--- config.mk ---
export PLATFORM = sky130hd
export DESIGN_NAME = display_copy_vertical_scaler_lines_core
export DESIGN_NICKNAME = d
export VERILOG_FILES = /design/src/rtl/dcvs_pkg.sv /design/src/rtl/dcvs_divider.sv /design/src/rtl/display_copy_vertical_scaler_lines_core.sv
export SDC_FILE = /design/constraint.sdc
export NUM_CORES = 1
export LEC_CHECK = 0
export ABC_AREA = 1
export BUFFER_PORTS_ARGS = -buffer_cell sky130_fd_sc_hd__buf_2
export CAP_MARGIN = 20
export CORE_UTILIZATION = 65
export DETAILED_ROUTE_END_ITERATION = 10
export PLACE_DENSITY = 0.82
export SKIP_LAST_GASP = 1
export SLEW_MARGIN = 20
export SYNTH_ARGS = -nofsm -noshare
export SYNTH_HDL_FRONTEND = slang
export SYNTH_HIERARCHICAL = 1
export SYNTH_SLANG_ARGS = --single-unit
--- constraint.sdc ---
create_clock -name clk_i -period 10.6 [get_ports clk_i]
set_input_delay 1.06 -clock clk_i [delete_from_list [all_inputs] [get_ports clk_i]]
set_output_delay 1.06 -clock clk_i [all_outputs]
set_load 0.005 [all_outputs]
--- src/rtl/dcvs_pkg.sv ---
// Shared types, constants and helper functions of the vertical scaler line-count block.
// Used by the serial divider, the top level and the port checker. No dependencies.
package dcvs_pkg;

  localparam int unsigned HeightW   = 11;
  localparam int unsigned RegW      = 9;
  localparam int unsigned DividendW = 19;
  localparam int unsigned DivisorW  = 11;
  localparam int unsigned DivSteps  = 19;
  localparam int unsigned StepCntW  = 5;
  localparam int unsigned SumW      = 20;

  localparam logic [SumW-1:0]    MaxLines = 20'd1024;
  localparam logic [RegW-1:0]    RegUnit  = 9'h100;
  localparam logic [RegW-1:0]    RegFull  = 9'h1FF;
  localparam logic [HeightW-1:0] TgtLimit = 11'd2047;

  typedef struct packed {
    logic               func;
    logic [HeightW-1:0] source_height;
    logic [HeightW-1:0] dest_height;
    logic [RegW-1:0]    scale_code;
  } dcvs_req_t;

  typedef struct packed {
    logic [HeightW-1:0] line_count;
    logic [RegW-1:0]    scale_register;
    logic [HeightW-1:0] ratio_num;
    logic [HeightW-1:0] ratio_den;
  } dcvs_res_t;

  typedef enum logic [3:0] {
    ST_IDLE,
    ST_PACK_GO,
    ST_PACK_WAIT,
    ST_CNT_GO,
    ST_CNT_WAIT,
    ST_MOD_GO,
    ST_MOD_WAIT,
    ST_EVAL,
    ST_OUT
  } dcvs_state_e;

  typedef enum logic {
    PH_DOWN,
    PH_UP
  } dcvs_phase_e;

  // Drop trailing zero bits of a nonzero byte.
  function automatic logic [7:0] strip_zeros(input logic [7:0] r);
    logic [7:0] s;
    s = r;
    for (int i = 0; i < 7; i++) begin
      if (s[0] == 1'b0) begin
        s = s >> 1;
      end
    end
    return s;
  endfunction

  // Cap a raw line count at the frame limit.
  function automatic logic [HeightW-1:0] cap_lines(input logic [SumW-1:0] n);
    logic [SumW-1:0] c;
    c = (n > MaxLines) ? MaxLines : n;
    return c[HeightW-1:0];
  endfunction

  // Cut a scale quotient to the register width; a zero register becomes one.
  function automatic logic [RegW-1:0] pack_fix(input logic [DividendW-1:0] q);
    logic [RegW-1:0] r;
    r = q[RegW-1:0];
    if (r == '0) begin
      r = {{(RegW-1){1'b0}}, 1'b1};
    end
    return r;
  endfunction

endpackage

--- src/rtl/dcvs_divider.sv ---
// Shared restoring divider, one quotient bit per cycle.
// Depends on dcvs_pkg for operand widths and step count.
module dcvs_divider import dcvs_pkg::*; (
  input  logic                 clk_i,
  input  logic                 rst_ni,
  input  logic                 start_i,
  input  logic [DividendW-1:0] dividend_i,
  input  logic [DivisorW-1:0]  divisor_i,
  output logic                 done_o,
  output logic [DividendW-1:0] quotient_o,
  output logic [DivisorW-1:0]  remainder_o
);

  logic                 run_q, run_d;
  logic                 done_q, done_d;
  logic [StepCntW-1:0]  step_q, step_d;
  logic [DividendW-1:0] quo_q, quo_d;
  logic [DivisorW-1:0]  rem_q, rem_d;
  logic [DivisorW-1:0]  dsr_q, dsr_d;
  logic [DivisorW+1:0]  trial;
  logic                 neg;

  // Trial subtract of the divisor from the shifted partial remainder.
  assign trial = {1'b0, rem_q, quo_q[DividendW-1]} - {2'b00, dsr_q};
  assign neg   = trial[DivisorW+1];

  always_comb begin
    run_d  = run_q;
    done_d = 1'b0;
    step_d = step_q;
    quo_d  = quo_q;
    rem_d  = rem_q;
    dsr_d  = dsr_q;
    if (start_i) begin
      run_d  = 1'b1;
      step_d = StepCntW'(DivSteps);
      quo_d  = dividend_i;
      rem_d  = '0;
      dsr_d  = divisor_i;
    end else if (run_q) begin
      rem_d  = neg ? {rem_q[DivisorW-2:0], quo_q[DividendW-1]} : trial[DivisorW-1:0];
      quo_d  = {quo_q[DividendW-2:0], ~neg};
      step_d = step_q - StepCntW'(1);
      if (step_q == StepCntW'(1)) begin
        run_d  = 1'b0;
        done_d = 1'b1;
      end
    end
  end

  always_ff @(posedge clk_i or negedge rst_ni) begin
    if (!rst_ni) begin
      run_q  <= 1'b0;
      done_q <= 1'b0;
    end else begin
      run_q  <= run_d;
      done_q <= done_d;
    end
  end

  always_ff @(posedge clk_i) begin
    step_q <= step_d;
    quo_q  <= quo_d;
    rem_q  <= rem_d;
    dsr_q  <= dsr_d;
  end

  assign done_o      = done_q;
  assign quotient_o  = quo_q;
  assign remainder_o = rem_q;

endmodule

--- src/rtl/display_copy_vertical_scaler_lines_core.sv ---
// Top level of the vertical scaler line-count block: sequencer and datapath registers.
// Depends on dcvs_pkg and dcvs_divider.
//
// A request is taken on a clock edge with start high and busy low; busy then stays high until
// the single result has been shown. The result is on res_o for exactly one cycle with
// res_valid_o high, and the receiver must take it then: there is no way to hold it off. All
// arithmetic goes through one serial divider that yields one quotient bit per cycle, so its
// 19-step runs set the time per request. Evaluating one line count takes one division, plus
// a second run for the divisibility check when the scale register lies between 0x81 and 0xFF.
// A line-count request (func 0) needs no division when the register or the source height is
// zero. A scale search (func 1) evaluates one candidate height per step, each with a packing
// division (none for a zero candidate), a count division and the optional check, and walks
// from the destination height down, then up, one line at a time; the number of candidates
// visited can reach about two thousand. A zero source or destination height in a search takes
// the unit-scale path and is counted like a func 0 request.
module display_copy_vertical_scaler_lines_core import dcvs_pkg::*; (
  input  logic      clk_i,
  input  logic      rst_ni,
  input  logic      start,
  output logic      busy,
  input  dcvs_req_t req_i,
  output logic      res_valid_o,
  output dcvs_res_t res_o
);

  dcvs_state_e state_q, state_d;

  // Request and working registers.
  logic [HeightW-1:0] h_q;
  logic [HeightW-1:0] xfb_q;
  logic               search_q;
  dcvs_phase_e        phase_q;
  logic [HeightW-1:0] tgt_q;
  logic [RegW-1:0]    reg_q;
  logic [HeightW-1:0] cnt_q;
  logic [SumW-1:0]    sum_q;
  logic [HeightW-1:0] num_q;
  logic [HeightW-1:0] den_q;

  // Best candidate so far during the upward walk.
  logic [HeightW-1:0] best_tgt_q;
  logic [RegW-1:0]    best_reg_q;
  logic [HeightW-1:0] best_cnt_q;

  dcvs_res_t res_q;

  // Divider hookup.
  logic                 div_start;
  logic [DividendW-1:0] div_dividend;
  logic [DivisorW-1:0]  div_divisor;
  logic                 div_done;
  logic [DividendW-1:0] div_quo;
  logic [DivisorW-1:0]  div_rem;

  logic               accept;
  logic               req_zero;
  logic               in_range;
  logic               go_down;
  logic               go_up;
  logic               walk_on;
  logic [SumW-1:0]    quo_inc;
  logic [HeightW-1:0] h_dec;

  assign accept   = start && !busy;
  assign req_zero = (req_i.source_height == '0) || (req_i.dest_height == '0);

  // Registers from 0x81 to 0xFF need the extra divisibility check.
  assign in_range = !reg_q[RegW-1] && reg_q[RegW-2] && (reg_q[RegW-3:0] != '0);

  // Walk decisions: step down while the count overshoots, then up while it falls short.
  assign go_down = (phase_q == PH_DOWN) && (cnt_q > xfb_q) && (tgt_q != '0);
  assign go_up   = !go_down && (cnt_q < xfb_q) && (tgt_q != TgtLimit);
  assign walk_on = search_q && (go_down || go_up);

  assign quo_inc = {1'b0, div_quo} + SumW'(1);
  assign h_dec   = h_q - HeightW'(1);

  dcvs_divider u_div (
    .clk_i       (clk_i),
    .rst_ni      (rst_ni),
    .start_i     (div_start),
    .dividend_i  (div_dividend),
    .divisor_i   (div_divisor),
    .done_o      (div_done),
    .quotient_o  (div_quo),
    .remainder_o (div_rem)
  );

  // Next state.
  always_comb begin
    state_d = state_q;
    case (state_q)
      ST_IDLE: begin
        if (accept) begin
          state_d = (req_i.func && !req_zero) ? ST_PACK_GO : ST_CNT_GO;
        end
      end
      ST_PACK_GO: begin
        state_d = (tgt_q == '0) ? ST_CNT_GO : ST_PACK_WAIT;
      end
      ST_PACK_WAIT: begin
        if (div_done) begin
          state_d = ST_CNT_GO;
        end
      end
      ST_CNT_GO: begin
        state_d = ((reg_q == '0) || (h_q == '0)) ? ST_EVAL : ST_CNT_WAIT;
      end
      ST_CNT_WAIT: begin
        if (div_done) begin
          state_d = in_range ? ST_MOD_GO : ST_EVAL;
        end
      end
      ST_MOD_GO: begin
        state_d = ST_MOD_WAIT;
      end
      ST_MOD_WAIT: begin
        if (div_done) begin
          state_d = ST_EVAL;
        end
      end
      ST_EVAL: begin
        state_d = walk_on ? ST_PACK_GO : ST_OUT;
      end
      ST_OUT: begin
        state_d = ST_IDLE;
      end
      default: begin
        state_d = ST_IDLE;
      end
    endcase
  end

  // Sequencer outputs: divider launch and operand selection.
  always_comb begin
    div_start    = 1'b0;
    div_dividend = '0;
    div_divisor  = '0;
    case (state_q)
      ST_PACK_GO: begin
        // 256 * source height / candidate height.
        div_start    = (tgt_q != '0);
        div_dividend = {h_q, 8'h00};
        div_divisor  = tgt_q;
      end
      ST_CNT_GO: begin
        // (h - 1) * 256 / register.
        div_start    = (reg_q != '0) && (h_q != '0);
        div_dividend = {h_dec, 8'h00};
        div_divisor  = {2'b00, reg_q};
      end
      ST_MOD_GO: begin
        // h modulo the register with trailing zeros stripped.
        div_start    = 1'b1;
        div_dividend = {8'h00, h_q};
        div_divisor  = {3'b000, strip_zeros(reg_q[7:0])};
      end
      default: begin
        div_start = 1'b0;
      end
    endcase
  end

  assign busy        = (state_q != ST_IDLE);
  assign res_valid_o = (state_q == ST_OUT);
  assign res_o       = res_q;

  always_ff @(posedge clk_i or negedge rst_ni) begin
    if (!rst_ni) begin
      state_q <= ST_IDLE;
    end else begin
      state_q <= state_d;
    end
  end

  // Datapath registers, advanced by the sequencer state.
  always_ff @(posedge clk_i) begin
    case (state_q)
      ST_IDLE: begin
        if (accept) begin
          h_q      <= req_i.source_height;
          xfb_q    <= req_i.dest_height;
          tgt_q    <= req_i.dest_height;
          phase_q  <= PH_DOWN;
          search_q <= req_i.func && !req_zero;
          if (!req_i.func) begin
            reg_q <= req_i.scale_code;
            num_q <= '0;
            den_q <= '0;
          end else begin
            // Unit scale; a search overwrites the register per candidate.
            reg_q <= RegUnit;
            num_q <= HeightW'(1);
            den_q <= HeightW'(1);
          end
        end
      end
      ST_PACK_GO: begin
        // Zero numerator packs to the all-ones register.
        if (tgt_q == '0) begin
          reg_q <= RegFull;
        end
      end
      ST_PACK_WAIT: begin
        if (div_done) begin
          reg_q <= pack_fix(div_quo);
        end
      end
      ST_CNT_GO: begin
        if (reg_q == '0) begin
          cnt_q <= h_q;
        end else if (h_q == '0) begin
          cnt_q <= '0;
        end
      end
      ST_CNT_WAIT: begin
        if (div_done) begin
          sum_q <= quo_inc;
          cnt_q <= cap_lines(quo_inc);
        end
      end
      ST_MOD_WAIT: begin
        // Exact division adds one line.
        if (div_done && (div_rem == '0)) begin
          cnt_q <= cap_lines(sum_q + SumW'(1));
        end
      end
      ST_EVAL: begin
        if (search_q) begin
          if (go_down) begin
            tgt_q <= tgt_q - HeightW'(1);
          end else begin
            phase_q <= PH_UP;
            if ((phase_q == PH_DOWN) || go_up) begin
              best_tgt_q <= tgt_q;
              best_reg_q <= reg_q;
              best_cnt_q <= cnt_q;
            end
            if (go_up) begin
              tgt_q <= tgt_q + HeightW'(1);
            end
          end
        end
        if (!walk_on) begin
          if (!search_q) begin
            res_q.line_count     <= cnt_q;
            res_q.scale_register <= reg_q;
            res_q.ratio_num      <= num_q;
            res_q.ratio_den      <= den_q;
          end else if (phase_q == PH_DOWN) begin
            // Walk ends right where it stands.
            res_q.line_count     <= cnt_q;
            res_q.scale_register <= reg_q;
            res_q.ratio_num      <= tgt_q;
            res_q.ratio_den      <= h_q;
          end else begin
            res_q.line_count     <= best_cnt_q;
            res_q.scale_register <= best_reg_q;
            res_q.ratio_num      <= best_tgt_q;
            res_q.ratio_den      <= h_q;
          end
        end
      end
      default: begin
        res_q <= res_q;
      end
    endcase
  end

endmodule

* Yosys cells after proc, flatten, opt, wreduce, memory -nomap -nowiden *
Index checks and enable logic that the tools add are counted.

word-level totals
  output and inout port bits = 44
  register bits after elaboration = 211
  word-level logic and storage cells = 163
  bits of input ports = 35

cells by class
  equal/unequal tests = 20
  mux-type cells = 60
  bitwise operators = 4
  magnitude comparators = 4
  reductions and logical operators = 45
  $add $sub $neg = 7

operator list
  cell                   number
  $mux 11                11
  $mux 8                 13
  $mux 42                2
  $pmux 11 s3            2
  $pmux 19 s3            1
  $logic_not 11->1       5
  $mux 9                 5
  $gt 20x11->1 const B   2
  $mux 19                2
  $pmux 4 s8             1
  $pmux 9 s3             1
  $reduce_and 4->1       6
  $pmux 11 s2            1
  $reduce_bool 11->1     2
  $sub 11x1->11 const B  2
  $add 19x1->20 const B  1
  $add 20x1->20 const B  1
  $mux 4                 5
  $logic_not 9->1        2
  $eq 4x3->1 const B     4
  $sub 12x11->13         1
  $add 11x1->11 const B  1
  $gt 11x11->1           1
  $logic_and 1x1->1      11
  24 further kinds       57

* Longest topological paths before layout *
  word-level depth = 14
  mapped depth = 19
  depth with buffers taken out = 19

* By module *
Netlist, hierarchy kept.

by module, submodules not included
  module                                   seq. area each (µm²)  instances  cells each  area each (µm²)
  display_copy_vertical_scaler_lines_core  4574.4                1          1034        8916.1
  dcvs_divider                             1271.2                1          342         2651.3

* Worst setup path before layout *
No wires, ideal clock.

  path kind = register to register
  from = register state_q[3]
  to = register res_q (netlist bit res_o[0]), enable pin
  clock period less this slack = 4.668 ns
  path buffers = 1
  required time = 10.100 ns
  library setup time = 0.500 ns
  path slack = 5.932 ns
  data arrival time = 4.168 ns
  stages on the path, launching flop included = 7
  cell sequence = dfrtp_1 > nor2_1 > inv_1 > nor2_1 > inv_1 > clkbuf_1 > o21ai_0

on the way
  word-level cells in the longest chain between the ends = 2

RTL lines
  item                        line                                            source
  from (decl)                 display_copy_vertical_scaler_lines_core.sv:26   dcvs_state_e state_q, state_d;
  from (signal assigned)      display_copy_vertical_scaler_lines_core.sv:172  state_q <= state_d;
  $eq 4x3->1                  display_copy_vertical_scaler_lines_core.sv:178  case (state_q)
  $reduce_and 2->1 (no line)  --
  to (signal assigned)        display_copy_vertical_scaler_lines_core.sv:265  res_q <= res_q;
  to (decl)                   display_copy_vertical_scaler_lines_core.sv:45   dcvs_res_t res_q;

Every way passes these cells.
A chain may end at the register's enable or synchronous reset.

* Final worst setup path *
  from = register reg_q[0]
  to = register u_div.rem_q[0], in the netlist u_div/remainder_o[0]

on the way
  word-level cells in the longest chain between the ends = 3

RTL lines
  item                    line                                            source
  from (decl)             display_copy_vertical_scaler_lines_core.sv:34   logic [RegW-1:0] reg_q;
  from (signal assigned)  display_copy_vertical_scaler_lines_core.sv:187  reg_q <= req_i.scale_code;
  from (signal assigned)  display_copy_vertical_scaler_lines_core.sv:192  reg_q <= RegUnit;
  from (signal assigned)  display_copy_vertical_scaler_lines_core.sv:201  reg_q <= RegFull;
  $reduce_bool 9->1       display_copy_vertical_scaler_lines_core.sv:148  div_start = (reg_q != '0) && (h_q != '0);
  $logic_and 1x1->1       display_copy_vertical_scaler_lines_core.sv:148
  $pmux 1 s3              display_copy_vertical_scaler_lines_core.sv:139  case (state_q)
  via div_start           display_copy_vertical_scaler_lines_core.sv:48   logic div_start;
  to (signal assigned)    dcvs_divider.sv:64                              rem_q <= rem_d;
  to (decl)               dcvs_divider.sv:18                              logic [DivisorW-1:0] rem_q, rem_d;

The timed path passes the listed nets, and every way through them passes these cells.

==> flow_summary.rst <==
.. list-table::
   :header-rows: 1

   * - Metric
     - Value
   * - Run status
     - finished clean
   * - Flops & latches, synth
     - ~200
   * - Worst clock skew
     - 0.00980 ns
   * - Share of layout cells above drive strength 1
     - 11.7%
   * - Initial antenna violation count
     - 0
   * - Power per Cell Area
     - 127 mW/mm2
   * - Cell taking the most area after synthesis
     - sky130_fd_sc_hd__edfxtp_1
   * - Average wire per cell in the routed design
     - 17.3 um
   * - Critical Path, Cell by Cell
     - nor2_4, nand2_2, nor2_1, inv_2, nor2_1, nand2_1, nand2_1, nor2_1, or3_1, nor2_1, inv_1, o21ai_0
   * - Unrepaired setup endpoints after global routing
     - false
   * - Num ports
     - a little under 80
   * - Endpoint arrival time on the critical path
     - between 4 and 5 ns
   * - Global-route total usage across every layer
     - around 33%
   * - Count of maximum capacitance violations
     - 0
   * - Drt drc
     - 0
   * - Area of the mapped netlist
     - 0.0116 mm2
   * - Worst-Margin Slew
     - roughly 1.0 ns
   * - Post-synth EDFFs
     - 179
   * - Area of the multi-input gates
     - a little under 0.005 mm2
   * - Clock tree root driver cell
     - sky130_fd_sc_hd__clkbuf_16
   * - Maximum level of the CTS H-tree
     - 1
   * - Crit-path slowest cell
     - sky130_fd_sc_hd__nor2_1
   * - Headroom to the max-slew limit
     - 31.8%
   * - Number of cells produced by synthesis
     - 1,376
   * - Hpwl dp
     - ~22,000 um
   * - Total iterations of the first detailed-routing run
     - 5
   * - Horizontal die dimension
     - roughly 140 um
   * - Pre-CTS setup slack
     - between 6 and 7 ns
   * - Number of nets in the final layout
     - approximately 1,500
   * - Weighted congestion at the end of routability-driven global placement
     - 0.960
   * - Met3 Resource Use GR
     - 5.84%
   * - Fraction of synthesized cell area taken by the top area cell type
     - between 40% and 50%
   * - Peak supply drop
     - between 0.00015 and 0.0002 V
   * - Total negative setup slack
     - 0 ns
   * - Count of inserted antenna diode cells
     - 0
   * - Post-cts sizing count
     - 0
   * - Site row count
     - 48
   * - Yosys synthesis warning count
     - 6
   * - Layout filler cell count
     - 1,249
   * - Buf+Inv Stages, Crit Path
     - 2
   * - Std-Cell Core Area
     - ~0.017 mm2
   * - Total wirelength of the detailed-routed design
     - 29,400 um
   * - Number of buffers created by CTS
     - 21
   * - TritonCTS clock tree
     - done
   * - Dominant cell type by count on the critical path
     - sky130_fd_sc_hd__nor2_1
   * - Dominant cells by area after synthesis
     - sky130_fd_sc_hd__edfxtp_1, sky130_fd_sc_hd__nand2_1, sky130_fd_sc_hd__inv_1
   * - Maximum fanout along the worst path
     - 21
   * - Hold WC Path Type
     - in -> async
   * - Final critical path time including I/O delays and setup
     - roughly 4.1 ns
   * - Pin count of the biggest net entering global routing
     - 35
   * - DIE AREA
     - around 0.018 mm2
   * - P&R area growth vs syn
     - 11.8%
   * - Smallest setup slack after layout
     - 6.54 ns
   * - Number of sinks handled by clock tree synthesis
     - ~200
   * - Cell type group with the largest total delay on the critical path
     - simple AND/OR/NAND/NOR gates
   * - GRT Residual Overflow
     - 0
   * - Category of the critical setup timing path
     - reg -> reg
   * - Clock input transition at the sequential cells of the worst setup and hold paths
     - ~0.060 ns
   * - Synthesized area per cell
     - 8.41 um2
   * - Final setup violation count
     - 0
   * - Startpoint kind of the worst setup timing path
     - register
   * - Starting DRC count in detailed routing
     - 1,282
   * - Number of buffers on the longest clock path
     - 3
   * - Final hold violation count
     - 0
   * - Max Freq
     - 246 MHz
   * - Layer carrying the most global-route usage
     - met2
   * - First-pass GRT wire length
     - between 40,000 and 50,000 um
   * - Met1 capacity usage during global routing
     - 47.2%
   * - Detail Route Antenna Nets
     - 0
   * - Number of nets in the synthesized netlist
     - about 1,500
   * - Vias in the first global route
     - roughly 8,800
   * - Storage cell area
     - roughly 0.0058 mm2
   * - Initial standard-cell utilization of the core
     - between 60 and 70%
   * - Number of distinct library cells after synthesis
     - 53
   * - Drt via density
     - 5.84
   * - Slowest Stage Delay on Critical Path
     - 0.75 ns
   * - Number of buffers inserted by port buffering
     - between 70 and 80
   * - Period utilisation layout
     - 38.3%
   * - Share of the yosys chip area belonging to registers
     - about half
   * - Crit path capture type
     - register
   * - Die span in y
     - about 140 um
   * - Clock latency on the worst-skew pair
     - around 0.5 ns
   * - Vias after detailed routing
     - roughly 9,900
   * - Number of buffers added for setup after CTS
     - 0
   * - Main synth FF type
     - sky130_fd_sc_hd__edfxtp_1
   * - Async set or reset register ratio after synthesis
     - 2.99%
   * - Pins over their slew limit
     - 0
   * - Leakage power of the design
     - 5.98 nW
   * - Data required time at the worst endpoint
     - roughly 11 ns
   * - Global routing met2 resource utilization
     - about half
   * - CTS Hold Bufs
     - 0
synth_stat cells, types with 7 or more instances:
| cell | count |
|---|---|
| sky130_fd_sc_hd__nand2_1 | 359 |
| sky130_fd_sc_hd__nand2_2 | 11 |
| sky130_fd_sc_hd__dfxtp_1 | 16 |
| sky130_fd_sc_hd__a31oi_1 | 9 |
| sky130_fd_sc_hd__nand4_1 | 25 |
| sky130_fd_sc_hd__nand3_1 | 113 |
| sky130_fd_sc_hd__ha_1 | 40 |
| sky130_fd_sc_hd__nor4_1 | 12 |
| sky130_fd_sc_hd__o211ai_1 | 7 |
| sky130_fd_sc_hd__mux2_2 | 10 |
| sky130_fd_sc_hd__inv_1 | 204 |
| sky130_fd_sc_hd__o22ai_1 | 8 |
| sky130_fd_sc_hd__clkbuf_1 | 20 |
| sky130_fd_sc_hd__edfxtp_1 | 179 |
| sky130_fd_sc_hd__o21ai_0 | 66 |
| sky130_fd_sc_hd__a21oi_1 | 43 |
| sky130_fd_sc_hd__nor2_1 | 139 |
| sky130_fd_sc_hd__nor2_2 | 9 |
| sky130_fd_sc_hd__xor2_1 | 15 |
| sky130_fd_sc_hd__o221ai_1 | 9 |
| sky130_fd_sc_hd__nor3_1 | 17 |
power by group:
part | switching (mW) | internal, mW | leakage (nW) | total, mW
Clock | 0.301 | 0.469 | 0.348 | 0.770
Combinational | 0.00896 | 0.00591 | 3.83 | 0.0149
Sequential | 0 | 0.852 | 1.80 | 0.852
Total | 0.310 | 1.33 | 5.98 | 1.64
final cells by class:
type                       instances  share of cell area (%)
clock buffer                      25                    4.26
clock inverter                    11                    1.27
inverter                         211                    6.14
multi-input combinational        937                    37.4
sequential                       201                    45.2
tap                              225                    2.18
timing repair buffer              88                    3.60
metal layers:
metal,wire (um),vias up
met5,0,-
met4,727,0
met3,3080,62
met2,13300,573
met1,12400,4514
li1,-,4760
worst paths after layout:
kind                                              start                                 to  slack [ns]  depth (start not counted)
setup / recovery                     reg_q[0]$_DFFE_PP_  u_div/remainder_o[0]$_SDFFE_PP0P_        6.54                         12
hold / removal                                   rst_ni             state_q[1]$_DFFE_PN0P_        0.39                          1
setup reg to reg                     reg_q[0]$_DFFE_PP_  u_div/remainder_o[0]$_SDFFE_PP0P_        6.54                         12
hold reg to reg            u_div/step_q[4]$_SDFFE_PP1P_       u_div/step_q[4]$_SDFFE_PP1P_        0.46                          2
max in group asynchronous                        rst_ni             u_div/done_o$_DFF_PN0_       10.03                          1
min in group clk_i         u_div/step_q[4]$_SDFFE_PP1P_       u_div/step_q[4]$_SDFFE_PP1P_        0.46                          2
per-stage QoR:
step / utilization (%) / hold WS [ns] / area (um2) / power (mW) / instances
6_report: 74.5 / 0.394 / 12900 / 1.64 / 1698
5_1_grt: 74.5 / 0.396 / 12900 / 1.67 / 1698
4_1_cts: 74.5 / 0.390 / 12900 / 1.64 / 1698
3_5_place_dp: 70.3 / 0.446 / 12200 / 0.883 / 1662
3_3_place_gp: 70.3 / 0.437 / 12200 / 0.883 / 1662
2_1_floorplan: - / 0.426 / 11600 / 0.871 / 1376
layout by cell type (no fill, tap or decap), types with 5 or more instances in the layout:
| cell type | netlist | final |
|---|---|---|
| sky130_fd_sc_hd__nor2_2 | 9 | 9 |
| sky130_fd_sc_hd__buf_2 | 2 | 78 |
| sky130_fd_sc_hd__nor4_1 | 12 | 12 |
| sky130_fd_sc_hd__edfxtp_1 | 179 | 179 |
| sky130_fd_sc_hd__ha_1 | 40 | 40 |
| sky130_fd_sc_hd__o22ai_1 | 8 | 8 |
| sky130_fd_sc_hd__o21bai_1 | 5 | 5 |
| sky130_fd_sc_hd__nand3_1 | 113 | 113 |
| sky130_fd_sc_hd__nor3_1 | 17 | 17 |
| sky130_fd_sc_hd__buf_4 | 3 | 10 |
| sky130_fd_sc_hd__nand4_1 | 25 | 25 |
| sky130_fd_sc_hd__nand2_2 | 11 | 12 |
| sky130_fd_sc_hd__inv_2 | 5 | 5 |
| sky130_fd_sc_hd__o21ai_0 | 66 | 65 |
| sky130_fd_sc_hd__xor2_1 | 15 | 15 |
| sky130_fd_sc_hd__dfrtp_1 | 6 | 6 |
| sky130_fd_sc_hd__dfxtp_1 | 16 | 16 |
| sky130_fd_sc_hd__nand2_1 | 359 | 358 |
| sky130_fd_sc_hd__o211ai_1 | 7 | 7 |
| sky130_fd_sc_hd__nor2_4 | 5 | 6 |
| sky130_fd_sc_hd__nor2_1 | 139 | 138 |
| sky130_fd_sc_hd__a21oi_1 | 43 | 43 |
| sky130_fd_sc_hd__inv_1 | 204 | 204 |
| sky130_fd_sc_hd__mux2_2 | 10 | 10 |
| sky130_fd_sc_hd__a31oi_1 | 9 | 9 |
| sky130_fd_sc_hd__clkbuf_16 | 0 | 21 |
| sky130_fd_sc_hd__o221ai_1 | 9 | 9 |
| sky130_fd_sc_hd__xnor2_1 | 5 | 5 |
sequential cells by signal, summed over array words and instances (netlist names), 11 cells and up:
register           cells
res_o                 42
sum_q                 20
u_div/quotient_o      19
best_cnt_q            11
best_tgt_q            11
cnt_q                 11
h_q                   11
tgt_q                 11
u_div/dsr_q           11
u_div/remainder_o     11
xfb_q                 11
logic make-up (layout without fill, tap and decap cells):
| logic type | count (synthesis) | in the layout | share of synthesized area (%) |
|---|---|---|---|
| xor gates and xnor gates | 20 | 20 | 1.51 |
| DFF | 201 | 201 | 50.5 |
| AOI/OAI and AO/OA | 160 | 160 | 7.98 |
| muxes | 10 | 10 | 0.974 |
| buffers and inverters | 238 | 335 | 8.00 |
| and+or+nand+nor | 705 | 705 | 26.3 |
| adders and majority gates | 42 | 42 | 4.67 |
Note: power is estimated with default switching activity, not from simulation.
